**config.mk**
```make
export PLATFORM = sky130hd
export DESIGN_NAME = interval_set_logic_unit
export DESIGN_NICKNAME = d
export VERILOG_FILES = /design/src/rtl/isl_pkg.sv /design/src/rtl/interval_set_logic_unit.sv /design/src/rtl/isl_front.sv /design/src/rtl/isl_queue.sv /design/src/rtl/isl_back.sv
export SDC_FILE = /design/constraint.sdc
export NUM_CORES = 1
export LEC_CHECK = 0
export BUFFER_PORTS_ARGS = -buffer_cell sky130_fd_sc_hd__buf_2
export CAP_MARGIN = 10
export CORE_ASPECT_RATIO = 2
export CORE_UTILIZATION = 55
export CTS_CLUSTER_DIAMETER = 150
export DETAILED_ROUTE_END_ITERATION = 8
export PLACE_DENSITY_LB_ADDON = 0.25
export RECOVER_POWER = 50
export SLEW_MARGIN = 20
export SYNTH_ARGS = -nofsm -noshare
export SYNTH_HDL_FRONTEND = slang
export SYNTH_SLANG_ARGS = --single-unit
```
**constraint.sdc**
```tcl
create_clock -name clk -period 6.8 [get_ports clk]
set_clock_uncertainty 0.1 [all_clocks]
set_input_delay 1.36 -clock clk [delete_from_list [all_inputs] [get_ports clk]]
set_output_delay 1.36 -clock clk [all_outputs]
set_load 0.01 [all_outputs]
```
**src/rtl/isl_pkg.sv**
```systemverilog
// Shared types for the interval set logic unit.
// Holds the operation codes and the queue status bundle; no dependencies.
`default_nettype none

package isl_pkg;

  // Operation codes carried in the mode field.
  typedef enum logic [2:0] {
    MODE_INTERSECT = 3'd0,
    MODE_UNION     = 3'd1,
    MODE_DIFF      = 3'd2,
    MODE_PROPER    = 3'd3,
    MODE_SUBSET    = 3'd4,
    MODE_DISJOINT  = 3'd5
  } mode_t;

  // Fill status of the work queue, seen by both the front and the back.
  typedef struct packed {
    logic full;
    logic empty;
  } q_stat_t;

endpackage

`default_nettype wire

```
**src/rtl/interval_set_logic_unit.sv**
```systemverilog
// Interval set logic unit: intersection, union, difference and subset, proper-subset and disjoint tests.
// An accepted item passes the four-entry queue, then the output register once it is free.
// The queue takes one item per cycle while not full; an item with two results stays at
// its head until both are loaded. One result per cycle leaves while out_tready is high.
// Reset: synchronous active-low rst_n empties the queue and the output register.
`default_nettype none

module interval_set_logic_unit import isl_pkg::*; #(
  parameter int ENDPOINT_WIDTH = 32
) (
  input  wire logic clk,
  input  wire logic rst_n,
  input  wire logic in_tvalid,
  output logic      in_tready,
  // mode, a_low, a_high, a_left_closed, a_right_closed,
  // b_low, b_high, b_left_closed, b_right_closed, zero fill
  input  wire logic [((4*ENDPOINT_WIDTH+7+7)/8)*8-1:0] in_tdata,
  output logic      out_tvalid,
  input  wire logic out_tready,
  // res_low, res_high, res_left_closed, res_right_closed, test_flag, zero fill
  output logic [((2*ENDPOINT_WIDTH+3+7)/8)*8-1:0] out_tdata,
  // no_interval
  output logic      out_tuser,
  output logic      out_tlast
);

  localparam int W       = ENDPOINT_WIDTH;
  localparam int ENTRY_W = 2 * (2 * W + 2) + 3;
  localparam int OUT_W   = ((2 * W + 3 + 7) / 8) * 8;
  localparam int OUT_PAD = OUT_W - (2 * W + 3);

  logic [ENTRY_W-1:0] wr_entry, rd_entry;
  logic               push, pop;
  q_stat_t            q_stat;
  logic [W-1:0]       res_low, res_high;
  logic               res_lc, res_rc, test_flag;

  isl_front #(.W(W)) u_front (
    .mode     (in_tdata[2:0]),
    .a_low    (in_tdata[3 +: W]),
    .a_high   (in_tdata[3+W +: W]),
    .a_lc     (in_tdata[3+2*W]),
    .a_rc     (in_tdata[4+2*W]),
    .b_low    (in_tdata[5+2*W +: W]),
    .b_high   (in_tdata[5+3*W +: W]),
    .b_lc     (in_tdata[5+4*W]),
    .b_rc     (in_tdata[6+4*W]),
    .in_valid (in_tvalid),
    .in_ready (in_tready),
    .q_stat   (q_stat),
    .push     (push),
    .entry    (wr_entry)
  );

  isl_queue #(.WIDTH(ENTRY_W), .DEPTH(4)) u_queue (
    .clk     (clk),
    .rst_n   (rst_n),
    .push    (push),
    .wr_data (wr_entry),
    .pop     (pop),
    .rd_data (rd_entry),
    .stat    (q_stat)
  );

  isl_back #(.W(W)) u_back (
    .clk         (clk),
    .rst_n       (rst_n),
    .entry       (rd_entry),
    .q_stat      (q_stat),
    .pop         (pop),
    .out_valid   (out_tvalid),
    .out_ready   (out_tready),
    .res_low     (res_low),
    .res_high    (res_high),
    .res_lc      (res_lc),
    .res_rc      (res_rc),
    .test_flag   (test_flag),
    .no_interval (out_tuser),
    .last        (out_tlast)
  );

  // Pack the result fields, lowest field first.
  assign out_tdata = {{OUT_PAD{1'b0}}, test_flag, res_rc, res_lc, res_high, res_low};

endmodule

`default_nettype wire

```
**src/rtl/isl_front.sv**
```systemverilog
// Front end: accepts an input item and classifies it into up to two results.
// Depends on isl_pkg for the operation codes and queue status.
`default_nettype none

module isl_front import isl_pkg::*; #(
  parameter int W = 32
) (
  input  wire logic [2:0]          mode,
  input  wire logic [W-1:0]        a_low,
  input  wire logic [W-1:0]        a_high,
  input  wire logic                a_lc,
  input  wire logic                a_rc,
  input  wire logic [W-1:0]        b_low,
  input  wire logic [W-1:0]        b_high,
  input  wire logic                b_lc,
  input  wire logic                b_rc,
  input  wire logic                in_valid,
  output logic                     in_ready,
  input  wire q_stat_t             q_stat,
  output logic                     push,
  // Fields from the lowest bit: result 0, result 1, none, flag, two results.
  output logic [2*(2*W+2)+2:0]     entry
);

  localparam int RES_W = 2 * W + 2;

  logic signed [W-1:0] alo, ahi, blo, bhi;
  logic lo_lt, lo_gt, lo_eq, hi_lt, hi_gt, hi_eq;
  logic ahi_lt_blo, ahi_eq_blo, alo_gt_bhi, alo_eq_bhi;
  logic ea, eb, apart, disj, sub, proper, left_kept, right_kept;
  logic [RES_W-1:0] res_a, res_b, res_isect, res_merge, res_lp, res_rp, r0, r1;
  logic two, flag, none;

  assign alo = $signed(a_low);
  assign ahi = $signed(a_high);
  assign blo = $signed(b_low);
  assign bhi = $signed(b_high);

  // Accept whenever the queue has room.
  assign in_ready = !q_stat.full;
  assign push     = in_valid && in_ready;

  // Endpoint comparisons shared by all operations.
  always_comb begin
    lo_lt      = alo < blo;
    lo_gt      = alo > blo;
    lo_eq      = alo == blo;
    hi_lt      = ahi < bhi;
    hi_gt      = ahi > bhi;
    hi_eq      = ahi == bhi;
    ahi_lt_blo = ahi < blo;
    ahi_eq_blo = ahi == blo;
    alo_gt_bhi = alo > bhi;
    alo_eq_bhi = alo == bhi;
    ea = (alo > ahi) || ((alo == ahi) && !(a_lc && a_rc));
    eb = (blo > bhi) || ((blo == bhi) && !(b_lc && b_rc));
  end

  // Relations between the two intervals.
  always_comb begin
    apart = ahi_lt_blo || (ahi_eq_blo && !a_rc && !b_lc) ||
            alo_gt_bhi || (alo_eq_bhi && !b_rc && !a_lc);
    disj  = ahi_lt_blo || (ahi_eq_blo && (!a_rc || !b_lc)) ||
            alo_gt_bhi || (alo_eq_bhi && (!a_lc || !b_rc));
    sub   = !lo_lt && !hi_gt && (b_lc || lo_gt || !a_lc) && (b_rc || hi_lt || !a_rc);
    proper = sub && (lo_gt || hi_lt || (lo_eq && (a_lc != b_lc)) ||
                     (hi_eq && (a_rc != b_rc)));
    left_kept  = lo_gt ? 1'b0 : (lo_lt || (!b_lc && a_lc));
    right_kept = hi_lt ? 1'b0 : (hi_gt || (!b_rc && a_rc));
  end

  // Candidate result intervals, packed as {rc, lc, high, low}.
  always_comb begin
    res_a = {a_rc, a_lc, a_high, a_low};
    res_b = {b_rc, b_lc, b_high, b_low};
    res_isect = {hi_gt ? b_rc : (hi_lt ? a_rc : (a_rc && b_rc)),
                 lo_lt ? b_lc : (lo_gt ? a_lc : (a_lc && b_lc)),
                 hi_lt ? a_high : b_high,
                 lo_gt ? a_low : b_low};
    res_merge = {hi_gt ? a_rc : (hi_lt ? b_rc : (a_rc || b_rc)),
                 lo_lt ? a_lc : (lo_gt ? b_lc : (a_lc || b_lc)),
                 hi_gt ? a_high : b_high,
                 lo_lt ? a_low : b_low};
    res_lp = {!b_lc, a_lc, b_low, a_low};
    res_rp = {a_rc, !b_rc, a_high, b_high};
  end

  // Select the results for the requested operation.
  always_comb begin
    r0   = '0;
    r1   = '0;
    two  = 1'b0;
    flag = 1'b0;
    none = 1'b1;
    unique case (mode_t'(mode))
      MODE_INTERSECT: begin
        r0   = res_isect;
        none = 1'b0;
      end
      MODE_UNION: begin
        none = 1'b0;
        if (ea) begin
          r0 = res_b;
        end else if (eb) begin
          r0 = res_a;
        end else if (!apart) begin
          r0 = res_merge;
        end else begin
          two = 1'b1;
          r0  = lo_gt ? res_b : res_a;
          r1  = lo_gt ? res_a : res_b;
        end
      end
      MODE_DIFF: begin
        if (ea) begin
          none = 1'b1;
        end else if (eb || disj) begin
          none = 1'b0;
          r0   = res_a;
        end else if (left_kept && right_kept) begin
          none = 1'b0;
          two  = 1'b1;
          r0   = res_lp;
          r1   = res_rp;
        end else if (left_kept) begin
          none = 1'b0;
          r0   = res_lp;
        end else if (right_kept) begin
          none = 1'b0;
          r0   = res_rp;
        end
      end
      MODE_PROPER:   flag = ea ? !eb : (!eb && proper);
      MODE_SUBSET:   flag = ea || (!eb && sub);
      MODE_DISJOINT: flag = ea || eb || disj;
      default:       flag = 1'b0;
    endcase
  end

  assign entry = {two, flag, none, r1, r0};

endmodule

`default_nettype wire

```
**src/rtl/isl_queue.sv**
```systemverilog
// Short work queue between the front and the back of the interval set unit.
// Depends on isl_pkg for the status bundle.
`default_nettype none

module isl_queue import isl_pkg::*; #(
  parameter int WIDTH = 8,
  parameter int DEPTH = 4
) (
  input  wire logic             clk,
  input  wire logic             rst_n,
  input  wire logic             push,
  input  wire logic [WIDTH-1:0] wr_data,
  input  wire logic             pop,
  output logic [WIDTH-1:0]      rd_data,
  output q_stat_t               stat
);

  localparam int PW = (DEPTH > 1) ? $clog2(DEPTH) : 1;
  localparam int CW = $clog2(DEPTH + 1);

  logic [WIDTH-1:0] mem_r [DEPTH];
  logic [PW-1:0]    wr_ptr_r, wr_ptr_nxt, rd_ptr_r, rd_ptr_nxt;
  logic [CW-1:0]    count_r, count_nxt;

  assign stat.full  = (count_r == CW'(DEPTH));
  assign stat.empty = (count_r == '0);
  assign rd_data    = mem_r[rd_ptr_r];

  // Pointer and fill count update.
  always_comb begin
    wr_ptr_nxt = wr_ptr_r;
    rd_ptr_nxt = rd_ptr_r;
    count_nxt  = count_r;
    if (push) begin
      wr_ptr_nxt = (wr_ptr_r == PW'(DEPTH - 1)) ? '0 : wr_ptr_r + 1'b1;
    end
    if (pop) begin
      rd_ptr_nxt = (rd_ptr_r == PW'(DEPTH - 1)) ? '0 : rd_ptr_r + 1'b1;
    end
    if (push && !pop) begin
      count_nxt = count_r + 1'b1;
    end else if (pop && !push) begin
      count_nxt = count_r - 1'b1;
    end
  end

  always_ff @(posedge clk) begin
    if (!rst_n) begin
      wr_ptr_r <= '0;
      rd_ptr_r <= '0;
      count_r  <= '0;
    end else begin
      wr_ptr_r <= wr_ptr_nxt;
      rd_ptr_r <= rd_ptr_nxt;
      count_r  <= count_nxt;
    end
  end

  // Entry storage needs no reset.
  always_ff @(posedge clk) begin
    if (push) begin
      mem_r[wr_ptr_r] <= wr_data;
    end
  end

endmodule

`default_nettype wire

```
**src/rtl/isl_back.sv**
```systemverilog
// Back end: turns queued work into one or two result items in an output register.
// Depends on isl_pkg for the queue status bundle.
`default_nettype none

module isl_back import isl_pkg::*; #(
  parameter int W = 32
) (
  input  wire logic                 clk,
  input  wire logic                 rst_n,
  input  wire logic [2*(2*W+2)+2:0] entry,
  input  wire q_stat_t              q_stat,
  output logic                      pop,
  output logic                      out_valid,
  input  wire logic                 out_ready,
  output logic [W-1:0]              res_low,
  output logic [W-1:0]              res_high,
  output logic                      res_lc,
  output logic                      res_rc,
  output logic                      test_flag,
  output logic                      no_interval,
  output logic                      last
);

  localparam int RES_W = 2 * W + 2;

  logic [RES_W-1:0] r0, r1, res_r, res_nxt;
  logic             e_none, e_flag, e_two;
  logic             valid_r, phase_r, phase_nxt, load;
  logic             flag_r, none_r, last_r, flag_nxt, none_nxt, last_nxt;

  assign r0     = entry[RES_W-1:0];
  assign r1     = entry[2*RES_W-1:RES_W];
  assign e_none = entry[2*RES_W];
  assign e_flag = entry[2*RES_W+1];
  assign e_two  = entry[2*RES_W+2];

  // Load the output register when it is free or being drained and the queue is not empty.
  assign load = (!valid_r || out_ready) && !q_stat.empty;
  assign pop  = load && (phase_r || !e_two);

  always_comb begin
    phase_nxt = phase_r;
    if (load) begin
      phase_nxt = !phase_r && e_two;
    end
    res_nxt  = phase_r ? r1 : r0;
    flag_nxt = phase_r ? 1'b0 : e_flag;
    none_nxt = phase_r ? 1'b0 : e_none;
    last_nxt = phase_r || !e_two;
  end

  always_ff @(posedge clk) begin
    if (!rst_n) begin
      valid_r <= 1'b0;
      phase_r <= 1'b0;
    end else begin
      phase_r <= phase_nxt;
      if (load) begin
        valid_r <= 1'b1;
      end else if (out_ready) begin
        valid_r <= 1'b0;
      end
    end
  end

  // Result payload.
  always_ff @(posedge clk) begin
    if (load) begin
      res_r  <= res_nxt;
      flag_r <= flag_nxt;
      none_r <= none_nxt;
      last_r <= last_nxt;
    end
  end

  assign out_valid   = valid_r;
  assign res_low     = res_r[W-1:0];
  assign res_high    = res_r[2*W-1:W];
  assign res_lc      = res_r[2*W];
  assign res_rc      = res_r[2*W+1];
  assign test_flag   = flag_r;
  assign no_interval = none_r;
  assign last        = last_r;

endmodule

`default_nettype wire

```
# == Yosys cells after proc, flatten, opt, wreduce, memory -nomap -nowiden ==
# Memories as Yosys holds them, arrays and structs flattened. A register that Yosys moved wholly into a read port is not among the register bits.
# Index checks and enable logic that the tools add are counted.
# word_totals
regBits,78
ram_bits,540
input_bits,140
output_inout_bits,76
elab_cells,173
mem_count,1
# memory_table
name,words,width,rd,rd_clocked_by_memory_dff,wr,line_no,text
u_queue.mem_r,4,135,1,1,1,isl_queue.sv:21,logic [WIDTH-1:0] mem_r [DEPTH];
# op_classes
addsub,4
order_cmp,8
n_eq_ne,16
mux,58
n_reduce_logical,77
# op_table
cell,n
2-to-1 mux 66 bit,17
one-hot mux 66 bit (3 select lines),1
== test 32 bit,6
> comparator 32 bit,5
one-hot mux 66 bit (2 select lines),1
2-to-1 mux 32 bit,4
less-than comparator 32 bit,3
logical AND 1 bit,29
logical OR 1 bit,27
2-to-1 mux 1 bit,26
zero test 1 bit,16
"== test 3 bit, second input constant",3
2-to-1 mux 2 bit,4
"== test 3 x 2 -> 1 bit, second input constant",2
zero test 3 bit,2
2-to-1 mux 3 bit,2
"adder 2 x 1 -> 2 bit, second input constant",2
"== test 2 bit, second input constant",2
one-hot mux 1 bit (2 select lines),2
nonzero test 2 bit,2
"adder 3 x 1 -> 3 bit, second input constant",1
"== test 3 x 1 -> 1 bit, second input constant",1
one-hot mux 1 bit (3 select lines),1
"subtractor 3 x 1 -> 3 bit, second input constant",1
other kinds (2),3

# == Longest topological paths before layout ==
# logic_depth
depth_word,10
depth_mapped,14
mapped_depth_nobuf,11

# == Hierarchy ==
# From an unflattened synthesis, not the netlist that was laid out.
# unflattened
hier_cells,1954
area_unflattened_um2,30332.8
# by_module_without_submodules
module,instances,cells_each,area_each_um2,seq_area_each_um2
isl_queue,1,749,19905.3,16395.7
isl_front,1,1039,7344.5,0.0
isl_back,1,157,3019.1,2112.0
interval_set_logic_unit,1,9,63.8,0.0

# == Worst setup path before layout ==
# No wires, ideal clock.
# synth_path
kind,input-to-reg
from,input port out_tready
to,register u_queue.count_r[2]
arrival_ns,6.360
required_ns,6.624
path_slack_ns,0.265
cell_stages,10
n_path_buf,0
cell_sequence,inv_1 a21oi_1 and2_1 inv_1 ha_1 inv_1 fa_1 xor2_1 or3_1 a21boi_0
# synth_via
elab_chain_cells,6
# synth_lines
item,line_no,text
start: declaration,interval_set_logic_unit.sv:19,"input wire logic out_tready,"
logical OR 1 bit (*),isl_back.sv:38,assign load = (!valid_r || out_ready) && !q_stat.empty;
logical AND 1 bit (*),isl_back.sv:38,
named net u_back.load,isl_back.sv:28,"logic valid_r, phase_r, phase_nxt, load;"
logical AND 1 bit (*),isl_back.sv:39,assign pop = load && (phase_r || !e_two);
zero test 1 bit,isl_queue.sv:40,if (push && !pop) begin
logical AND 1 bit,isl_queue.sv:40,
2-to-1 mux 3 bit / nonzero test 2 bit (equally long branches),n/a,
end signal: assignment,isl_queue.sv:55,count_r <= count_nxt;
end: declaration,isl_queue.sv:23,"logic [CW-1:0] count_r, count_nxt;"
# The timed path passes the listed nets; every way through them passes the cells marked *.
# A chain may end at the register's enable or synchronous reset.

# == Worst setup path after layout ==
# layout_path
from,input port in_tvalid
to,"memory u_queue.mem_r[3][133] in the netlist's numbering, enable pin"
# layout_via
elab_chain_cells,3
# layout_lines
item,line_no,text
start: declaration,interval_set_logic_unit.sv:13,"input wire logic in_tvalid,"
logical AND 1 bit,isl_front.sv:41,assign push = in_valid && in_ready;
2-to-1 mux 1 bit,isl_queue.sv:61,if (push) begin
2-to-1 mux 1 bit (implied by the code),isl_queue.sv:62,mem_r[wr_ptr_r] <= wr_data;
end: declaration,isl_queue.sv:21,
# No other way between the ends.

==> impl_summary.txt <==
----------------------------------------------------
[Run status]
  Status ... finished, violations left
  Violations in the final reports ... max-capacitance violations, max-slew violations

[Critical path]
  Critical register-to-register path endpoint ... u_queue.mem_r[3][133]
  Endpoint kind of the worst setup timing path ... flip-flop
  Startpoint of the worst-slack reg-to-reg timing path ... u_queue.count_r[0]
  R2R Setup Slk ... 1.74 ns
  Crit path launch ... in_tvalid
  Req. time, crit path ... about 6.8 ns
  Critical Path Source Type ... input port
  Max FO, Critical Path ... between 60 and 70
  Arrival time reported for the critical path endpoint ... between 5 and 6 ns
  R2R depth ... 4
  Kind of critical path ... input port to flip-flop

[Global route]
  Overall overflow remaining after global route ... 0
  Global router's overall resource usage ... 0.3048
  Pin count of the biggest net entering global routing ... 71
  Number of global-route vias before repair ... 20244
  Antenna violations before repair ... 25
  First-pass GRT wire length ... 126.8 mm

[Timing]
  Maximum operating frequency ... between 150 and 200 MHz
  Final setup violation count ... 0
  RSZ-0062 raised after global routing ... false
  Worst-margin pin slew ... between 4 and 5 ns
  Hold Fails Final Rpt ... 0
  Total Neg Setup Slack ... 0 ns
  Max-slew headroom ... -2.002
  Fin worst setup slack ... approximately 1.5 ns
  Final cycle utilization of the critical path ... 0.7848
  Final Slew Violations ... roughly 640
  Tmin final ... roughly 5.3 ns

[Run]
  Max-cap viol count ... 11

[Clock tree]
  Count of H-tree levels built during CTS ... 2
  Largest buffer count on any clock path ... 3
  Root buffer cell ... sky130_fd_sc_hd__clkbuf_16
  Count of hold buffers inserted by post-cts repair ... 0
  Post-CTS repair timing setup buffer count ... 0
  CTS clk-pin slew, worst paths ... ~0.07 ns
  Clock insertion delay at the later pin of the skew report ... ~0.60 ns
  TritonCTS clock tree ... done
  Sinks on the clock net ... 620
  Number of buffers inserted during clock tree synthesis ... 50
  Gates resized, CTS repair ... 0

[Cells and area]
  Final cell count without fillers ... approximately 3000
  Finished layout cell area ... approximately 35000 µm²
  Layout-stage area growth over the synthesis result ... 11.32%
  Final net count ... 2557
  Count of filler cells inserted in the layout ... ~4200
  Sequential standard cell area ... about 19000 µm²
  Multi-input gate area in the final layout ... 11720 µm²
  Fraction of final layout cells sized beyond drive strength 1 ... 0.2329

[Synthesis]
  Commonest cells in the synthesized netlist ... sky130_fd_sc_hd__edfxtp_1, sky130_fd_sc_hd__ha_1, sky130_fd_sc_hd__mux4_2
  Instance count of the mapped netlist ... around 2000
  Area fraction in and, or, nand and nor cells after synthesis ... 0.05365
  FFs w/ async S/R, synth ... 0
  Count of yosys warnings during synthesis ... 0
  Cell type with the highest aggregate area in the netlist ... sky130_fd_sc_hd__edfxtp_1
  Most common cell in the netlist ... sky130_fd_sc_hd__edfxtp_1
  Flip-flop and latch count after synthesis ... between 600 and 700
  Fraction of the mapped netlist area in adder cells ... 0.08281
  Complex-gate fraction of the synthesized area ... 0.09900
  Xor-xnor portion of the synthesized cell area ... 0.0005639
  Dominant combinational cell family by area after synthesis ... multiplexers
  Library cells used by synthesis ... between 80 and 90
  Number of enable-type register cells in the synthesized netlist ... 609
  Main flop type after synthesis ... sky130_fd_sc_hd__edfxtp_1
  Mux share of post-synthesis cell area ... 0.1385
  Top cells by area in the synthesized netlist ... sky130_fd_sc_hd__edfxtp_1, sky130_fd_sc_hd__mux4_2, sky130_fd_sc_hd__ha_1, sky130_fd_sc_hd__mux2_2, sky130_fd_sc_hd__mux2i_1
  Cell area after technology mapping ... ~31000 µm²
  Sequential element share of the synthesized area ... 0.5958
  Average instance area after synthesis ... 15.57 µm²
  Area share of the leading cell type in the synthesized netlist ... 0.5887

[Power and ir drop]
  Max IR drop VDD ... 0.0002482 V
  Power per unit of standard cell area ... 320.4 nW/µm²
  Leak ... 12.51 nW

[Die]
  Die W ... 170.1 µm
  Placeable core region ... 55560 µm²
  Std-Cell Rows ... roughly 120
  Total I/O pin count ... roughly 220
  Die ar. ... around 57000 µm²
  Vertical extent of the die ... around 340 µm
  Initial cell density of the core ... 0.5591

[Min path]
  Hold Crit Endpoint ... u_back.out_valid
  Hold wc startpoint ... u_back.out_valid
  Path class of the lowest-slack min-delay path ... flip-flop to flip-flop
  Hold Path Stages ... 2

[Route]
  Post-detailed-route DRC marker count ... 0
  Router iterations before antenna repair ... 5
  DRC marker count from the first detailed-route iteration ... approximately 1600
  Detailed-route via count ... ~20000
  Average via count per standard cell ... 6.500
  Routed wirelength normalized by instance count ... between 20 and 30 µm
  Total length of routed wires ... approximately 87 mm
  Routed Antenna Nets ... 0

[Placement]
  Pre-CTS setup slack ... 1.017 ns
  Placer's final routability congestion estimate ... approximately 0.96
  Number of buffers added on ports ... about 210
  Area of placed instances ... 33120 µm²
  HPWL after detailed placement ... approximately 61 mm
  Cell Count Post-Placement ... around 2900

----------------------------------------------------
[per-stage QoR]
step / utilization / hold WS (ns) / power, mW
finish: 0.6224 / 0.4188 / 11.08
global route: 0.6223 / 0.4714 / 11.55
CTS: 0.6248 / 0.4206 / 11.20
detailed placement: 0.5960 / 0.4115 / 8.339
global placement: 0.5960 / 0.3904 / 8.248
floorplan: - / 0.3780 / 7.320
[metal layers]
metal	global-route usage	share of wire	up-vias	routed length, µm
met2	0.5498	0.53	819	45650
met5	0	0.0026	-	225
li1	-	-	8562	-
met4	0.1616	0.057	38	4945
met1	0.3353	0.35	9818	30140
met3	0.05600	0.065	268	5601
[report_power, final]
group          total [mW]  internal [mW]  switching, mW
Sequential           5.23           4.96          0.264
Clock                2.87           1.57           1.30
Combinational        2.98           1.35           1.63
[sequential cells by signal (all words and copies together), names as in the netlist, named ones only]
name                cells
u_queue.rd_ptr_r        2
u_back.out_valid        1
u_queue.mem_r         540
u_back.last             1
u_back.res_r           66
u_back.test_flag        1
u_queue.wr_ptr_r        2
u_queue.count_r         3
u_back.no_interval      1
u_back.phase_r          1
[layout by cell type, fill, tap and decap left out, drive strengths merged, types with 6 or more instances in the layout]
cell    instances
a211oi          9
a21boi          6
a21o           17
a21oi         102
a221o          32
a22o           34
a22oi          14
a31oi           6
and2            6
and3           13
and4            9
buf           183
clkbuf        140
clkinv         20
dfxtp          11
diode           7
edfxtp        609
ha            204
inv           118
mux2           66
mux2i          52
mux4          135
nand2          71
nand2b          8
nand3          21
nand4          39
nor2           40
nor2b          16
nor3           45
nor4           13
o211ai         14
o21ai          52
o221ai         32
o22ai          28
o31ai           7
[final cells by class]
type                            count  share of cell area
Multi-Input combinational cell   1163              0.3388
Timing Repair Buffer              263             0.03980
Tap cell                          744             0.02692
Inverter                          114             0.01237
Clock buffer                       60             0.03788
Antenna cell                        7           0.0005065
Clock inverter                     30            0.008321
Sequential cell                   620              0.5354
[critical path: stages]
cell and delay (ns):
sky130_fd_sc_hd__clkbuf_1 0.13, sky130_fd_sc_hd__and3_1 0.69, sky130_fd_sc_hd__clkbuf_1 2.95
[worst max path at each step]
stage,to,cells past startpoint
6_report,u_queue.mem_r[3][133],3
5_1_grt,u_queue.mem_r[3][132],3
4_1_cts,u_queue.mem_r[3][54],14
3_5_place_dp,u_queue.mem_r[3][54],14
3_3_place_gp,u_queue.mem_r[2][53],14
2_1_floorplan,u_queue.count_r[2],10
[logic make-up (layout without fill, tap and decap cells)]
logic type      count (synthesis)  in the layout
flops                         620            620
buf+inv                       216            467
xor+xnor                        2              2
simple gates                  302            302
compound gates                396            396
mux                           253            253
fa+ha+maj                     205            205
other cells                     1             12
Power figures use the tool's default switching activity.
